--- src/hw/rtl/rau_pkg.sv ---
// ----------------------------------------------------------------------------
// rau_pkg: shared types and codes for the rational arithmetic unit
// Operation and status codes, and the job record that passes from the front
// end to the back end.
// ----------------------------------------------------------------------------
package rau_pkg;

  localparam int MagW = 64;

  typedef enum logic [1:0] {
    OP_ADD = 2'd0,
    OP_SUB = 2'd1,
    OP_MUL = 2'd2,
    OP_DIV = 2'd3
  } op_t;

  typedef enum logic [1:0] {
    ST_OK       = 2'd0,
    ST_ZERO_DEN = 2'd1,
    ST_OVERFLOW = 2'd2
  } status_t;

  // job handed from front to back: signed-magnitude numerator and denominator
  typedef struct packed {
    logic            num_neg;
    logic [MagW-1:0] num_mag;
    logic            den_neg;
    logic [MagW-1:0] den_mag;
  } job_t;

  typedef enum logic [2:0] {
    BK_IDLE,
    BK_GCD,
    BK_DIVN,
    BK_DIVD,
    BK_CHECK,
    BK_OUT
  } bk_state_t;

  typedef enum logic [2:0] {
    FR_IDLE,
    FR_MUL1,
    FR_MUL2,
    FR_MUL3,
    FR_SUM,
    FR_PUSH
  } fr_state_t;

endpackage

--- src/hw/rtl/rau_front.sv ---
// ----------------------------------------------------------------------------
// rau_front: operand intake and cross products
// Converts operands to sign-magnitude, forms the cross products one multiply
// per cycle and pushes a job into the queue.
// ----------------------------------------------------------------------------
module rau_front #(
  parameter int VALUE_WIDTH = 32
) (
  input  logic                 clk,
  input  logic                 rst,
  input  logic                 valid,
  output logic                 ready,
  input  logic [1:0]           operation,
  input  logic signed [31:0]   a_numerator,
  input  logic signed [31:0]   a_denominator,
  input  logic signed [31:0]   b_numerator,
  input  logic signed [31:0]   b_denominator,
  output logic                 job_valid,
  input  logic                 job_ready,
  output rau_pkg::job_t        job
);

  localparam int W = VALUE_WIDTH;
  localparam int MW = rau_pkg::MagW;

  rau_pkg::fr_state_t state, state_next;
  logic [1:0]   op;
  logic         an_s, ad_s, bn_s, bd_s;
  logic [W-1:0] an_m, ad_m, bn_m, bd_m;
  logic [MW-1:0] p1, p2, p3;
  logic          p1_s, p2_s, p3_s;
  rau_pkg::job_t job_r;

  function automatic logic [W:0] to_sm(input logic [31:0] raw);
    logic [W-1:0] v;
    logic         s;
    v = raw[W-1:0];
    s = v[W-1];
    to_sm = {s, s ? (~v + 1'b1) : v};
  endfunction

  logic [W-1:0] ma, mb;
  logic         sa, sb;
  logic [MW-1:0] prod;
  logic [W:0]    bn_in;
  logic          bn_flip;

  assign bn_in   = to_sm(b_numerator);
  // subtract flips b's sign only for a nonzero magnitude
  assign bn_flip = (operation == rau_pkg::OP_SUB) && (bn_in[W-1:0] != '0);

  always_comb begin
    ma = an_m; mb = bd_m; sa = an_s; sb = bd_s;
    case (state)
      rau_pkg::FR_MUL1: begin
        if (op == rau_pkg::OP_MUL) begin
          mb = bn_m; sb = bn_s;
        end
      end
      rau_pkg::FR_MUL2: begin
        ma = ad_m; sa = ad_s; mb = bd_m; sb = bd_s;
        if (op == rau_pkg::OP_DIV) begin
          mb = bn_m; sb = bn_s;
        end
      end
      rau_pkg::FR_MUL3: begin
        ma = ad_m; sa = ad_s; mb = bn_m; sb = bn_s;
      end
      default: ;
    endcase
  end

  assign prod = MW'(ma) * MW'(mb);

  always_comb begin
    state_next = state;
    case (state)
      rau_pkg::FR_IDLE: if (valid) state_next = rau_pkg::FR_MUL1;
      rau_pkg::FR_MUL1: state_next = rau_pkg::FR_MUL2;
      rau_pkg::FR_MUL2: state_next = (op == rau_pkg::OP_ADD || op == rau_pkg::OP_SUB) ?
                                     rau_pkg::FR_MUL3 : rau_pkg::FR_SUM;
      rau_pkg::FR_MUL3: state_next = rau_pkg::FR_SUM;
      rau_pkg::FR_SUM:  state_next = rau_pkg::FR_PUSH;
      rau_pkg::FR_PUSH: if (job_ready) state_next = rau_pkg::FR_IDLE;
      default:          state_next = rau_pkg::FR_IDLE;
    endcase
  end

  always_ff @(posedge clk) begin
    if (rst) begin
      state <= rau_pkg::FR_IDLE;
    end else begin
      state <= state_next;
    end
  end

  always_ff @(posedge clk) begin
    case (state)
      rau_pkg::FR_IDLE: begin
        if (valid) begin
          op <= operation;
          {an_s, an_m} <= to_sm(a_numerator);
          {ad_s, ad_m} <= to_sm(a_denominator);
          {bn_s, bn_m} <= {bn_in[W] ^ bn_flip, bn_in[W-1:0]};
          {bd_s, bd_m} <= to_sm(b_denominator);
        end
      end
      rau_pkg::FR_MUL1: begin p1 <= prod; p1_s <= (sa != sb) && prod != '0; end
      rau_pkg::FR_MUL2: begin p2 <= prod; p2_s <= (sa != sb) && prod != '0; end
      rau_pkg::FR_MUL3: begin p3 <= prod; p3_s <= (sa != sb) && prod != '0; end
      rau_pkg::FR_SUM: begin
        if (op == rau_pkg::OP_ADD || op == rau_pkg::OP_SUB) begin
          job_r.den_mag <= p2;
          job_r.den_neg <= p2_s;
          if (p1_s == p3_s) begin
            job_r.num_mag <= p1 + p3;
            job_r.num_neg <= p1_s && (p1 + p3) != '0;
          end else if (p1 >= p3) begin
            job_r.num_mag <= p1 - p3;
            job_r.num_neg <= p1_s && (p1 - p3) != '0;
          end else begin
            job_r.num_mag <= p3 - p1;
            job_r.num_neg <= p3_s;
          end
        end else begin
          job_r.num_mag <= p1; job_r.num_neg <= p1_s;
          job_r.den_mag <= p2; job_r.den_neg <= p2_s;
        end
      end
      default: ;
    endcase
  end

  assign ready     = (state == rau_pkg::FR_IDLE);
  assign job_valid = (state == rau_pkg::FR_PUSH);
  assign job       = job_r;

endmodule

--- config.mk ---
export PLATFORM = sky130hd
export DESIGN_NAME = rau_front
export DESIGN_NICKNAME = d
export VERILOG_FILES = /design/src/hw/rtl/rau_pkg.sv /design/src/hw/rtl/rau_front.sv
export SDC_FILE = /design/constraint.sdc
export NUM_CORES = 2
export LEC_CHECK = 0
export BUFFER_PORTS_ARGS = -buffer_cell sky130_fd_sc_hd__buf_2
export CORE_MARGIN = 4
export CORE_UTILIZATION = 45
export CTS_CLUSTER_SIZE = 40
export DETAILED_ROUTE_END_ITERATION = 12
export PLACE_DENSITY = 0.66
export SLEW_MARGIN = 20
export SYNTH_ARGS = -nofsm -noshare
export SYNTH_HDL_FRONTEND = slang
export SYNTH_SLANG_ARGS = --single-unit
--- constraint.sdc ---
create_clock -name clk -period 19.1 [get_ports clk]
set_input_delay 3.82 -clock clk [delete_from_list [all_inputs] [get_ports clk]]
set_output_delay 3.82 -clock clk [all_outputs]
set_load 0.1 [all_outputs]
==> impl_results.md <==
- Total core area: ~140000 µm²
- Final net count: about 8.7k
- Via Count: 54.83k
- RR Startpoint: state[2]$_SDFFE_PP0P_
- Post-synthesis compound-gate area fraction: between 10 and 15%
- Hold endpoint: job[12]$_DFFE_PP_
- Routed WL: between 200 and 250 mm
- Part of the cycle the worst path needs: approximately two thirds
- Hold buffer count at cts: 0
- Worst EP required: 19.43 ns
- Port buffer count: between 200 and 300
- Vias in the first global route: 56.03k
- RSZ-0062 raised after global routing: no
- Final min period: between 10 and 15 ns
- Post-CTS Setup Repair Bufs: 0
- Total gr overflow: 0
- Hold depth: 0
- TritonRoute pass-1 iters: 9
- Detailed placement HPWL: 197.1 mm
- CTS Sinks: ~460
- Mapped cell area: about 65000 µm²
- Ratio of cells with drive above 1 in the final layout: ~8.6%
- Core Rows: approximately 140
- HP Class: register to register
- Placed insts: roughly 9.0k
- Clk root buf: clkbuf_16
- Placer Congestion: between 1 and 1.5
- Synth Area in Adders: between 30% and 40%
- Commonest non-fill, non-tap cell in the layout: inv_1
- Worst-path fanout max: ~60
- Most frequent cells in the layout: 1080 x inv_1, 904 x nor2_1, 899 x fa_1
- Main combinational cell family by area after synthesis: adder cells
- Multi-input gate area: approximately 46000 µm²
- First-pass GRT wire length: 367.2 mm
- Fill cell count: 13.42k
- TNS Setup: 0 ns
- Gr usage total: 32.72%
- Final non-filler cell total: roughly 9k
- CP arrival: 12.86 ns
- Post-synthesis register bit count: around 460
- Post-CTS Resized: 0
- DR iter-0 viols: between 6k and 7k
- Die W: between 300 and 400 µm
- Post-synth EDFFs: between 400 and 500
- Starting Density: 45.42%
- Peak Freq: about 0.08 GHz
- Kind of critical path: register to register
- Post-DRT Antenna Nets: 0
- RR Endpoint: p3_s$_DFFE_PN_
- Max Clock Skew: ~0.042 ns
- TritonCTS clock tree: built
- Drt wl/cell: 27.34 µm
- Yosys top cell area share: 27.88%
- Final setup fails: 0
- Post-route core utilization: approximately half
- Most common flop cell mapped by yosys: edfxtp_1
- Die ar.: ~150000 µm²
- Hold path start: p2[12]$_DFFE_PP_
- Area post-placement: a little under 70000 µm²
- Max Cap Viol: 0
- TritonCTS Buffers: a little over 50
- Synthesized instance count: 7111
- Critical Path Source: state[2]$_SDFFE_PP0P_
- Io pins: 266
- Number of H-tree levels: 2
- Synth cell types: roughly 90
- Post-synthesis xor/xnor area fraction: under 10%
- Pins over their slew limit: 0
- Largest net degree at the start of global routing: between 100 and 150
- Relative slew slack: roughly 17%
- Synth area leaders: fa_1 28%, edfxtp_1 21%, ha_1 8.9%
- Multiplexer share of the synthesized area: under 10%
- Area Overhead vs Synth: 8.266%
- Remaining DRCs: 0
- Vias per std cell: around 6
- Die height: between 300 and 400 µm
- Post-synthesis sequential area ratio: between 20% and 30%
- Initial antenna violation count: 6
- Max stage delay on crit path: 1.09 ns
- CP Capture Type: register
- Clock Path Buffers: 3
- Top cell by count, worst path: fa_1
- Status: complete, no violations
- Synth Area per Inst: just over 9 µm²
- Slowest cell on crit path: mux2i_4
- Leading area contributor after synthesis: fa_1
- Async SR Flop Fraction: 0%
- Startpoint type of the worst setup path: register
- Storage cell area: around 14000 µm²
- R2R cell count: 28
- R2R setup slack: 6.57 ns
- Synth Area in Simple Gates: 14.56%
- Worst-Skew Late Latency: ~0.66 ns
- Worst-path clk slew: 0.07 ns
- Synth warn: 0
- Syn_nets: roughly 8.6k
- Fin area: between 60000 and 70000 µm²
- Measured slew at the worst slew-check pin: roughly 1.2 ns
- Final Hold Fails: 0
flip-flops by register name, summed over array words and instances, names as in the netlist:
signal / flops
p1: 64
p3_s: 1
job: 130
ad_s: 1
p1_s: 1
bn_m: 32
p3: 64
op: 2
ad_m: 32
an_m: 32
an_s: 1
p2: 64
state: 3
bn_s: 1
bd_s: 1
p2_s: 1
bd_m: 32
worst max path at each step:
| stage | to | slack, ns |
|---|---|---|
| floorplan | p1_s$_DFFE_PP_ | 8.53 |
| CTS | p3_s$_DFFE_PN_ | 6.67 |
| finish | p3_s$_DFFE_PN_ | 6.57 |
| global route | p3_s$_DFFE_PN_ | 6.23 |
| global placement | p1_s$_DFFE_PP_ | 6.84 |
| detailed placement | p1_s$_DFFE_PP_ | 6.66 |
final cells by class:
| class | count | share of cell area (%) |
|---|---|---|
| flip-flops and latches | 462 | 19.81 |
| clock inverters | 33 | 0.5067 |
| repair buffers | 380 | 3.205 |
| clock buffers | 59 | 1.869 |
| well taps | 1890 | 3.384 |
| diodes | 3 | 0.01074 |
| multi-input cells | 5224 | 65.35 |
| inverters | 1091 | 5.860 |
synth_stat cells (all sizes together), types with 19 or more instances:
cell    number
nor2b       38
clkbuf     273
fa         899
nand4       77
xnor2      268
or4         25
a21o        79
o41ai       22
a21oi      378
buf         61
o21bai      75
nor4        69
edfxtp     459
nand2      750
o31ai       80
nor2       908
inv       1082
nand3       52
nand2b      34
o211ai      33
o21ai      269
nor3        85
or2         19
mux2        71
a21boi      19
a31oi       48
xor2        43
mux2i       90
a211oi      58
o21a        23
or3         49
ha         457
through the flow:
| stage | worst slack [ns] | hold WS (ns) |
|---|---|---|
| final | 6.570 | 0.3972 |
| after global routing | 6.235 | 0.3914 |
| after CTS | 6.674 | 0.3744 |
| after detailed placement | 6.663 | 0.4054 |
| after global placement | 6.844 | 0.4021 |
| after floorplan | 8.529 | 0.4003 |
kinds of logic after synthesis:
logic type	after synthesis
AOI/OAI and AO/OA	1224
xor gates and xnor gates	311
adders and majority gates	1356
buffers and inverters	1425
DFF	462
muxes	161
and+or+nand+nor	2172
critical path: cells and delay by family, from the launching register on:
family	cells	cell delay, ns
DFF	1	0.64
AOI/OAI and AO/OA	5	1.42
muxes	1	1.09
buffers and inverters	3	0.94
adders and majority gates	9	4.56
xor gates and xnor gates	1	0.28
and+or+nand+nor	9	3.19
metal layers:
metal / global-route usage, % / vias up / routed length (µm)
met3: 8.652 / 729 / 27140
met4: 18.16 / 0 / 17300
met5: 0 / - / 0
met1: 41.03 / 27290 / 93500
li1: - / 23570 / -
met2: 51.53 / 3234 / 112000
Power is not shown: default switching activity piles up to over one toggle a cycle in this logic, so the estimate is an artifact.
