[config.mk]
export PLATFORM = sky130hd
export DESIGN_NAME = rau_back
export DESIGN_NICKNAME = d
export VERILOG_FILES = /design/src/hw/rtl/rau_pkg.sv /design/src/hw/rtl/rau_back.sv
export SDC_FILE = /design/constraint.sdc
export NUM_CORES = 2
export LEC_CHECK = 0
export BUFFER_PORTS_ARGS = -buffer_cell sky130_fd_sc_hd__buf_4
export CORE_MARGIN = 8
export CORE_UTILIZATION = 38
export DETAILED_ROUTE_END_ITERATION = 10
export GPL_TIMING_DRIVEN = 0
export PLACE_DENSITY = 0.52
export SLEW_MARGIN = 20
export SYNTH_ARGS = -nofsm -noshare
export SYNTH_HDL_FRONTEND = slang
export SYNTH_SLANG_ARGS = --single-unit
[constraint.sdc]
create_clock -name clk -period 13.2 [get_ports clk]
set_input_delay 1.32 -clock clk [delete_from_list [all_inputs] [get_ports clk]]
set_output_delay 1.32 -clock clk [all_outputs]
set_load 0.01 [all_outputs]
[src/hw/rtl/rau_pkg.sv]
// ----------------------------------------------------------------------------
// rau_pkg: shared types and codes for the rational arithmetic unit
// Operation and status codes, and the job record that passes from the front
// end to the back end.
// ----------------------------------------------------------------------------
package rau_pkg;

  localparam int MagW = 64;

  typedef enum logic [1:0] {
    OP_ADD = 2'd0,
    OP_SUB = 2'd1,
    OP_MUL = 2'd2,
    OP_DIV = 2'd3
  } op_t;

  typedef enum logic [1:0] {
    ST_OK       = 2'd0,
    ST_ZERO_DEN = 2'd1,
    ST_OVERFLOW = 2'd2
  } status_t;

  // job handed from front to back: signed-magnitude numerator and denominator
  typedef struct packed {
    logic            num_neg;
    logic [MagW-1:0] num_mag;
    logic            den_neg;
    logic [MagW-1:0] den_mag;
  } job_t;

  typedef enum logic [2:0] {
    BK_IDLE,
    BK_GCD,
    BK_DIVN,
    BK_DIVD,
    BK_CHECK,
    BK_OUT
  } bk_state_t;

  typedef enum logic [2:0] {
    FR_IDLE,
    FR_MUL1,
    FR_MUL2,
    FR_MUL3,
    FR_SUM,
    FR_PUSH
  } fr_state_t;

endpackage

[src/hw/rtl/rau_back.sv]
// ----------------------------------------------------------------------------
// rau_back: reduction engine
// Binary gcd one step a cycle, then two restoring divisions one bit a cycle,
// then a range check and output register; a zero part skips to the check.
// ----------------------------------------------------------------------------
module rau_back #(
  parameter int VALUE_WIDTH = 32
) (
  input  logic                clk,
  input  logic                rst,
  input  logic                job_valid,
  output logic                job_ready,
  input  rau_pkg::job_t       job,
  output logic                valid,
  input  logic                ready,
  output logic signed [31:0]  result_numerator,
  output logic [30:0]         result_denominator,
  output logic [1:0]          status
);

  localparam int MW = rau_pkg::MagW;
  localparam logic [MW-1:0] Half = MW'(1) << (VALUE_WIDTH - 1);

  rau_pkg::bk_state_t state, state_next;
  logic [MW-1:0] nm, dm, gx, gy, g, q, rem;
  logic [6:0]    shift;
  logic [5:0]    bitc;
  logic          neg;
  logic [MW-1:0] dividend;
  logic [MW:0]   trial;

  assign dividend = (state == rau_pkg::BK_DIVN) ? nm : dm;
  assign trial    = {rem, dividend[bitc]} - {1'b0, g};

  always_comb begin
    state_next = state;
    case (state)
      rau_pkg::BK_IDLE: if (job_valid) state_next = rau_pkg::BK_GCD;
      rau_pkg::BK_GCD: begin
        if (dm == '0) state_next = rau_pkg::BK_CHECK;
        else if (nm == '0) state_next = rau_pkg::BK_CHECK;
        else if (gx == gy) state_next = rau_pkg::BK_DIVN;
      end
      rau_pkg::BK_DIVN:  if (bitc == '0) state_next = rau_pkg::BK_DIVD;
      rau_pkg::BK_DIVD:  if (bitc == '0) state_next = rau_pkg::BK_CHECK;
      rau_pkg::BK_CHECK: state_next = rau_pkg::BK_OUT;
      rau_pkg::BK_OUT:   if (ready) state_next = rau_pkg::BK_IDLE;
      default:           state_next = rau_pkg::BK_IDLE;
    endcase
  end

  always_ff @(posedge clk) begin
    if (rst) begin
      state <= rau_pkg::BK_IDLE;
    end else begin
      state <= state_next;
    end
  end

  always_ff @(posedge clk) begin
    case (state)
      rau_pkg::BK_IDLE: begin
        if (job_valid) begin
          nm    <= job.num_mag;
          dm    <= job.den_mag;
          gx    <= job.num_mag;
          gy    <= job.den_mag;
          shift <= '0;
          neg   <= (job.num_mag != '0) && (job.num_neg != job.den_neg);
        end
      end
      rau_pkg::BK_GCD: begin
        if (gx == gy) begin
          g    <= gx << shift;
          bitc <= 6'(MW - 1);
          rem  <= '0;
          q    <= '0;
        end else if (!gx[0] && !gy[0]) begin
          gx <= gx >> 1; gy <= gy >> 1; shift <= shift + 7'd1;
        end else if (!gx[0]) begin
          gx <= gx >> 1;
        end else if (!gy[0]) begin
          gy <= gy >> 1;
        end else if (gx > gy) begin
          gx <= (gx - gy) >> 1;
        end else begin
          gy <= (gy - gx) >> 1;
        end
      end
      rau_pkg::BK_DIVN, rau_pkg::BK_DIVD: begin
        if (bitc == '0) begin
          if (state == rau_pkg::BK_DIVN) begin
            nm   <= {q[MW-2:0], !trial[MW]};
            rem  <= '0;
            q    <= '0;
            bitc <= 6'(MW - 1);
          end else begin
            dm <= {q[MW-2:0], !trial[MW]};
          end
        end else begin
          if (!trial[MW]) begin
            rem <= trial[MW-1:0];
            q   <= {q[MW-2:0], 1'b1};
          end else begin
            rem <= {rem[MW-2:0], dividend[bitc]};
            q   <= {q[MW-2:0], 1'b0};
          end
          bitc <= bitc - 6'd1;
        end
      end
      rau_pkg::BK_CHECK: begin
        result_numerator   <= '0;
        result_denominator <= '0;
        if (dm == '0) begin
          status <= rau_pkg::ST_ZERO_DEN;
        end else if (dm > Half - 1 || (neg ? nm > Half : nm > Half - 1)) begin
          status <= rau_pkg::ST_OVERFLOW;
        end else begin
          status             <= rau_pkg::ST_OK;
          result_numerator   <= neg ? (~nm[31:0] + 32'd1) : nm[31:0];
          result_denominator <= dm[30:0];
        end
      end
      default: ;
    endcase
  end

  assign job_ready = (state == rau_pkg::BK_IDLE);
  assign valid     = (state == rau_pkg::BK_OUT);

  property p_ok_den_nonzero;
    @(posedge clk) disable iff (rst)
      (valid && status == rau_pkg::ST_OK) |-> (result_denominator != '0);
  endproperty
  assert property (p_ok_den_nonzero) else $error("ok result with zero denominator");

  property p_err_zero_out;
    @(posedge clk) disable iff (rst)
      (valid && status != rau_pkg::ST_OK) |-> (result_numerator == '0 && result_denominator == '0);
  endproperty
  assert property (p_err_zero_out) else $error("error result with nonzero fields");

  property p_out_hold;
    @(posedge clk) disable iff (rst) (valid && !ready) |=> valid && $stable(status);
  endproperty
  assert property (p_out_hold) else $error("result dropped while stalled");

endmodule

==> flow_summary.rst <==
.. list-table::
   :header-rows: 1

   * - Metric
     - Value
   * - Most used standard cells in the synthesized netlist
     - sky130_fd_sc_hd__nand2_1, sky130_fd_sc_hd__nor2_1, sky130_fd_sc_hd__edfxtp_1
   * - Total Wirelength
     - 166000 um
   * - Input/output buffers
     - 200
   * - Mapped Area
     - 0.0397 mm^2
   * - First-pass GRT wire length
     - 239000 um
   * - Number of enable flip-flop cells after synthesis
     - 526
   * - Layout cell share with drive strength beyond 1
     - 0.127
   * - Final ANT Viol Nets
     - 0
   * - Die width
     - 339 um
   * - Final number of setup-violating endpoints
     - 0
   * - Worst Setup End Kind
     - flop
   * - TritonCTS Sinks
     - 529
   * - Result of the run
     - complete, no violations
   * - Proportion of register bits with asynchronous set or reset after synthesis
     - 0
   * - Buf+Inv Stages, Crit Path
     - 5
   * - Largest incremental delay on the critical path
     - 0.64 ns
   * - Required time of the worst setup path
     - 13.52 ns
   * - I/O pin cnt
     - 201
   * - Cell count of the worst reg-to-reg path
     - 22
   * - Multi-input combinational cell area
     - 0.0218 mm^2
   * - Leak pwr
     - 18.5 nW
   * - Count of standard-cell rows
     - 118
   * - Critical path startpoint category
     - flop
   * - Hpwl dp
     - 135000 um
   * - Via count
     - 36393
   * - Part of the total power dissipated in combinational logic
     - 0.630
   * - Pwr Density
     - 303 mW/mm^2
   * - Per-cell routed wire length
     - 27.1 um
   * - Total internal power
     - 6.76 mW
   * - Drt drc
     - 0
   * - Total cell area at the placement stage
     - 0.0435 mm^2
   * - Initial Utilization
     - 0.383
   * - Post-synth top flop
     - sky130_fd_sc_hd__edfxtp_1
   * - Number of logic stages on the critical path including buffering
     - 22
   * - Worst Path Arrival
     - 7.55 ns
   * - Placer Congestion
     - 0.982
   * - Fin nets
     - 5028
   * - Synth area leaders
     - sky130_fd_sc_hd__edfxtp_1, sky130_fd_sc_hd__ha_1, sky130_fd_sc_hd__nand2_1
   * - Share of the clock period used by the worst path
     - 0.548
   * - Die outline height
     - 339 um
   * - Series of cell instances along the critical path
     - buf_2 -> inv_1 -> nand2_1 -> nor2_1 -> buf_2 -> mux4_2 -> mux4_2 -> mux2i_1 -> mux4_2 -> ha_1 -> fa_1 -> nand2b_1 -> a21oi_1 -> o21ai_2 -> o211ai_2 -> a41oi_2 -> o21ai_2 -> o31ai_1 -> nor2_1 -> buf_2 -> buf_1 -> o22ai_1
   * - Most repeated cell in the gate-level netlist after synthesis
     - sky130_fd_sc_hd__nand2_1
   * - Maximum number of pins on one net before global-route repair
     - 44
   * - Worst clock skew
     - 0.0233 ns
   * - Register area share after synthesis
     - 0.399
   * - Clock buffer count from CTS
     - 68
   * - TritonCTS clock tree
     - done
   * - Clock network fraction of design power
     - 0.141
   * - Final Max Tran Viols
     - 0
   * - Post-synthesis cell type with the largest combined area
     - sky130_fd_sc_hd__edfxtp_1
   * - Startpoint-to-endpoint class of the critical path
     - flop to flop
   * - Clock edge transition at the registers on the reported setup and hold paths
     - 0.06 ns
   * - Placement-stage worst setup slack
     - 5.95 ns
   * - Cell count of the worst hold path
     - 2
   * - CTS Hold Bufs
     - 0
   * - Count of unique library cells instantiated by Yosys
     - 93
   * - Tot GR Track Use
     - 0.275
   * - Post-synthesis net count
     - 4720
   * - Signed area change from the synthesized netlist to the final layout
     - 15.3%
   * - Root buffer cell
     - sky130_fd_sc_hd__clkbuf_16
   * - Syn. warnings
     - 0
   * - Final-layout worst hold slack
     - 0.548 ns
   * - Post-CTS sizing
     - 0
   * - Maximum ir drop on the vdd rail
     - 0.153 mV
   * - Flip-flop and latch count after synthesis
     - 529
   * - Maximum root-to-sink buffer count
     - 3
   * - Worst max-slew margin expressed relative to the limit
     - 0.190
   * - Minimum period implied by the final worst setup slack
     - 7.23 ns
   * - Core box area
     - 0.104 mm^2
   * - Buffers inserted during post-CTS setup optimization
     - 0
   * - First-pass DRT Iterations
     - 6
   * - Average footprint of a synthesized cell
     - 9.05 um^2
   * - Achievable Freq
     - 138 MHz
   * - Vias in the first global route
     - 34577
   * - Die area
     - 0.115 mm^2
   * - Net switching power of the design
     - 7.09 mW
   * - Initial antenna violation count
     - 7
   * - Maximum fanout count along the critical path
     - 10
   * - Share of the synthesized area in the top cell type
     - 0.398
   * - Worst skew pair latency
     - 0.65 ns
   * - Number of DRC violations after detailed-routing iteration 0
     - 4373
   * - Count of mapped cells out of synthesis
     - 4385
   * - Kind of cell adding the most delay to the critical path
     - compound AO/OA/AOI/OAI gates
   * - Least-Margin Pin Slew
     - 1.22 ns
   * - CP max stage cell
     - sky130_fd_sc_hd__buf_1
   * - Tightest Hold Check Type
     - flop to flop
   * - Fillcell total
     - 10384
   * - Number of levels in the clock H-tree
     - 3
   * - Post-route worst setup slack
     - 5.97 ns
   * - Unrepaired setup endpoints after global routing
     - false
   * - Post-route cell area
     - 0.0458 mm^2
   * - Combined flip-flop and latch cell area
     - 0.0159 mm^2
   * - Flop pwr share
     - 0.229
   * - Switching portion of total power
     - 0.512
   * - Max-capacitance violation count
     - 0
   * - Via-to-Cell Ratio
     - 5.94
   * - Number of hold violations in the final report
     - 0
   * - Overflow left after global routing
     - 0
==> per-stage QoR <==
stage / cells / TNS, ns / power [mW] / utilization
after CTS: 6125 / 0 / 13.7 / 0.442
after floorplan: 4385 / 0 / 8.69 / -
after detailed placement: 6003 / 0 / 11.7 / 0.419
final: 6128 / 0 / 13.9 / 0.442
after global routing: 6125 / 0 / 14.6 / 0.442
after global placement: 5965 / -390.82 / 11.6 / 0.414
==> layout make-up <==
class	instances	area share
sequential	529	0.346
clock inverter	37	0.0105
inverter	260	0.0213
clock buffer	85	0.0399
multi-input combinational	3326	0.475
antenna	3	0.000164
timing repair buffer	238	0.0435
tap	1380	0.0377
buffer	270	0.0257
==> state kept, by name, summed over array words and instances (netlist names) <==
register and count:
dm 64, g 64, gx 64, gy 64, nm 64, rem 64, q 63, result_numerator 32
result_denominator 31, shift 7, bitc 6, state 3, status 2, neg 1
==> tightest hold or removal path: stages, from the launching register on <==
cell                       delay, ns
sky130_fd_sc_hd__edfxtp_1       0.32
sky130_fd_sc_hd__nand2_1        0.08
sky130_fd_sc_hd__nand2_1        0.06
==> power groups by stage <==
stage | clock network (mW) | logic [mW] | registers [mW]
2_1_floorplan | 0 | 5.75 | 2.94
3_3_place_gp | 0 | 8.36 | 3.27
3_5_place_dp | 0 | 8.50 | 3.18
4_1_cts | 1.98 | 8.54 | 3.15
5_1_grt | 2.04 | 9.34 | 3.21
6_report | 1.95 | 8.73 | 3.18
==> cell usage in the layout (no fill, tap or decap), types with 52 or more instances in the layout <==
master and count:
sky130_fd_sc_hd__a21o_1 98, sky130_fd_sc_hd__a21oi_1 365, sky130_fd_sc_hd__a221oi_1 75, sky130_fd_sc_hd__and2_1 52, sky130_fd_sc_hd__buf_2 66, sky130_fd_sc_hd__buf_4 223, sky130_fd_sc_hd__clkbuf_1 187, sky130_fd_sc_hd__clkbuf_16 70
sky130_fd_sc_hd__edfxtp_1 526, sky130_fd_sc_hd__ha_1 198, sky130_fd_sc_hd__inv_1 255, sky130_fd_sc_hd__mux2i_1 63, sky130_fd_sc_hd__mux4_2 82, sky130_fd_sc_hd__nand2_1 643, sky130_fd_sc_hd__nand4_1 70, sky130_fd_sc_hd__nor2_1 544
sky130_fd_sc_hd__nor3_1 59, sky130_fd_sc_hd__nor4_1 52, sky130_fd_sc_hd__o21ai_0 206, sky130_fd_sc_hd__o21bai_1 62, sky130_fd_sc_hd__xnor2_1 105, sky130_fd_sc_hd__xor2_1 87
==> path summary, 6_finish.rpt <==
| kind | start | to | slack, ns |
|---|---|---|---|
| min reg2reg | q[5] | dm[6] | 0.55 |
| max | state[2] | rem[47] | 5.97 |
| max reg2reg | state[2] | rem[47] | 5.97 |
| min | q[5] | dm[6] | 0.55 |
==> layer usage <==
metal | global-route usage | wire (um) | up-vias
met5 | 0 | 11 | -
met2 | 0.408 | 70300 | 1780
met4 | 0.0804 | 5180 | 2
li1 | - | - | 16563
met3 | 0.0524 | 16300 | 232
met1 | 0.405 | 74400 | 17816
==> logic make-up after synthesis <==
logic type | synth area share
muxes | 0.0716
buffers and inverters | 0.0542
AOI/OAI and AO/OA | 0.187
and+or+nand+nor | 0.182
xor gates and xnor gates | 0.0424
DFF | 0.399
adders and majority gates | 0.0639
Note: power is estimated with default switching activity, not from simulation.
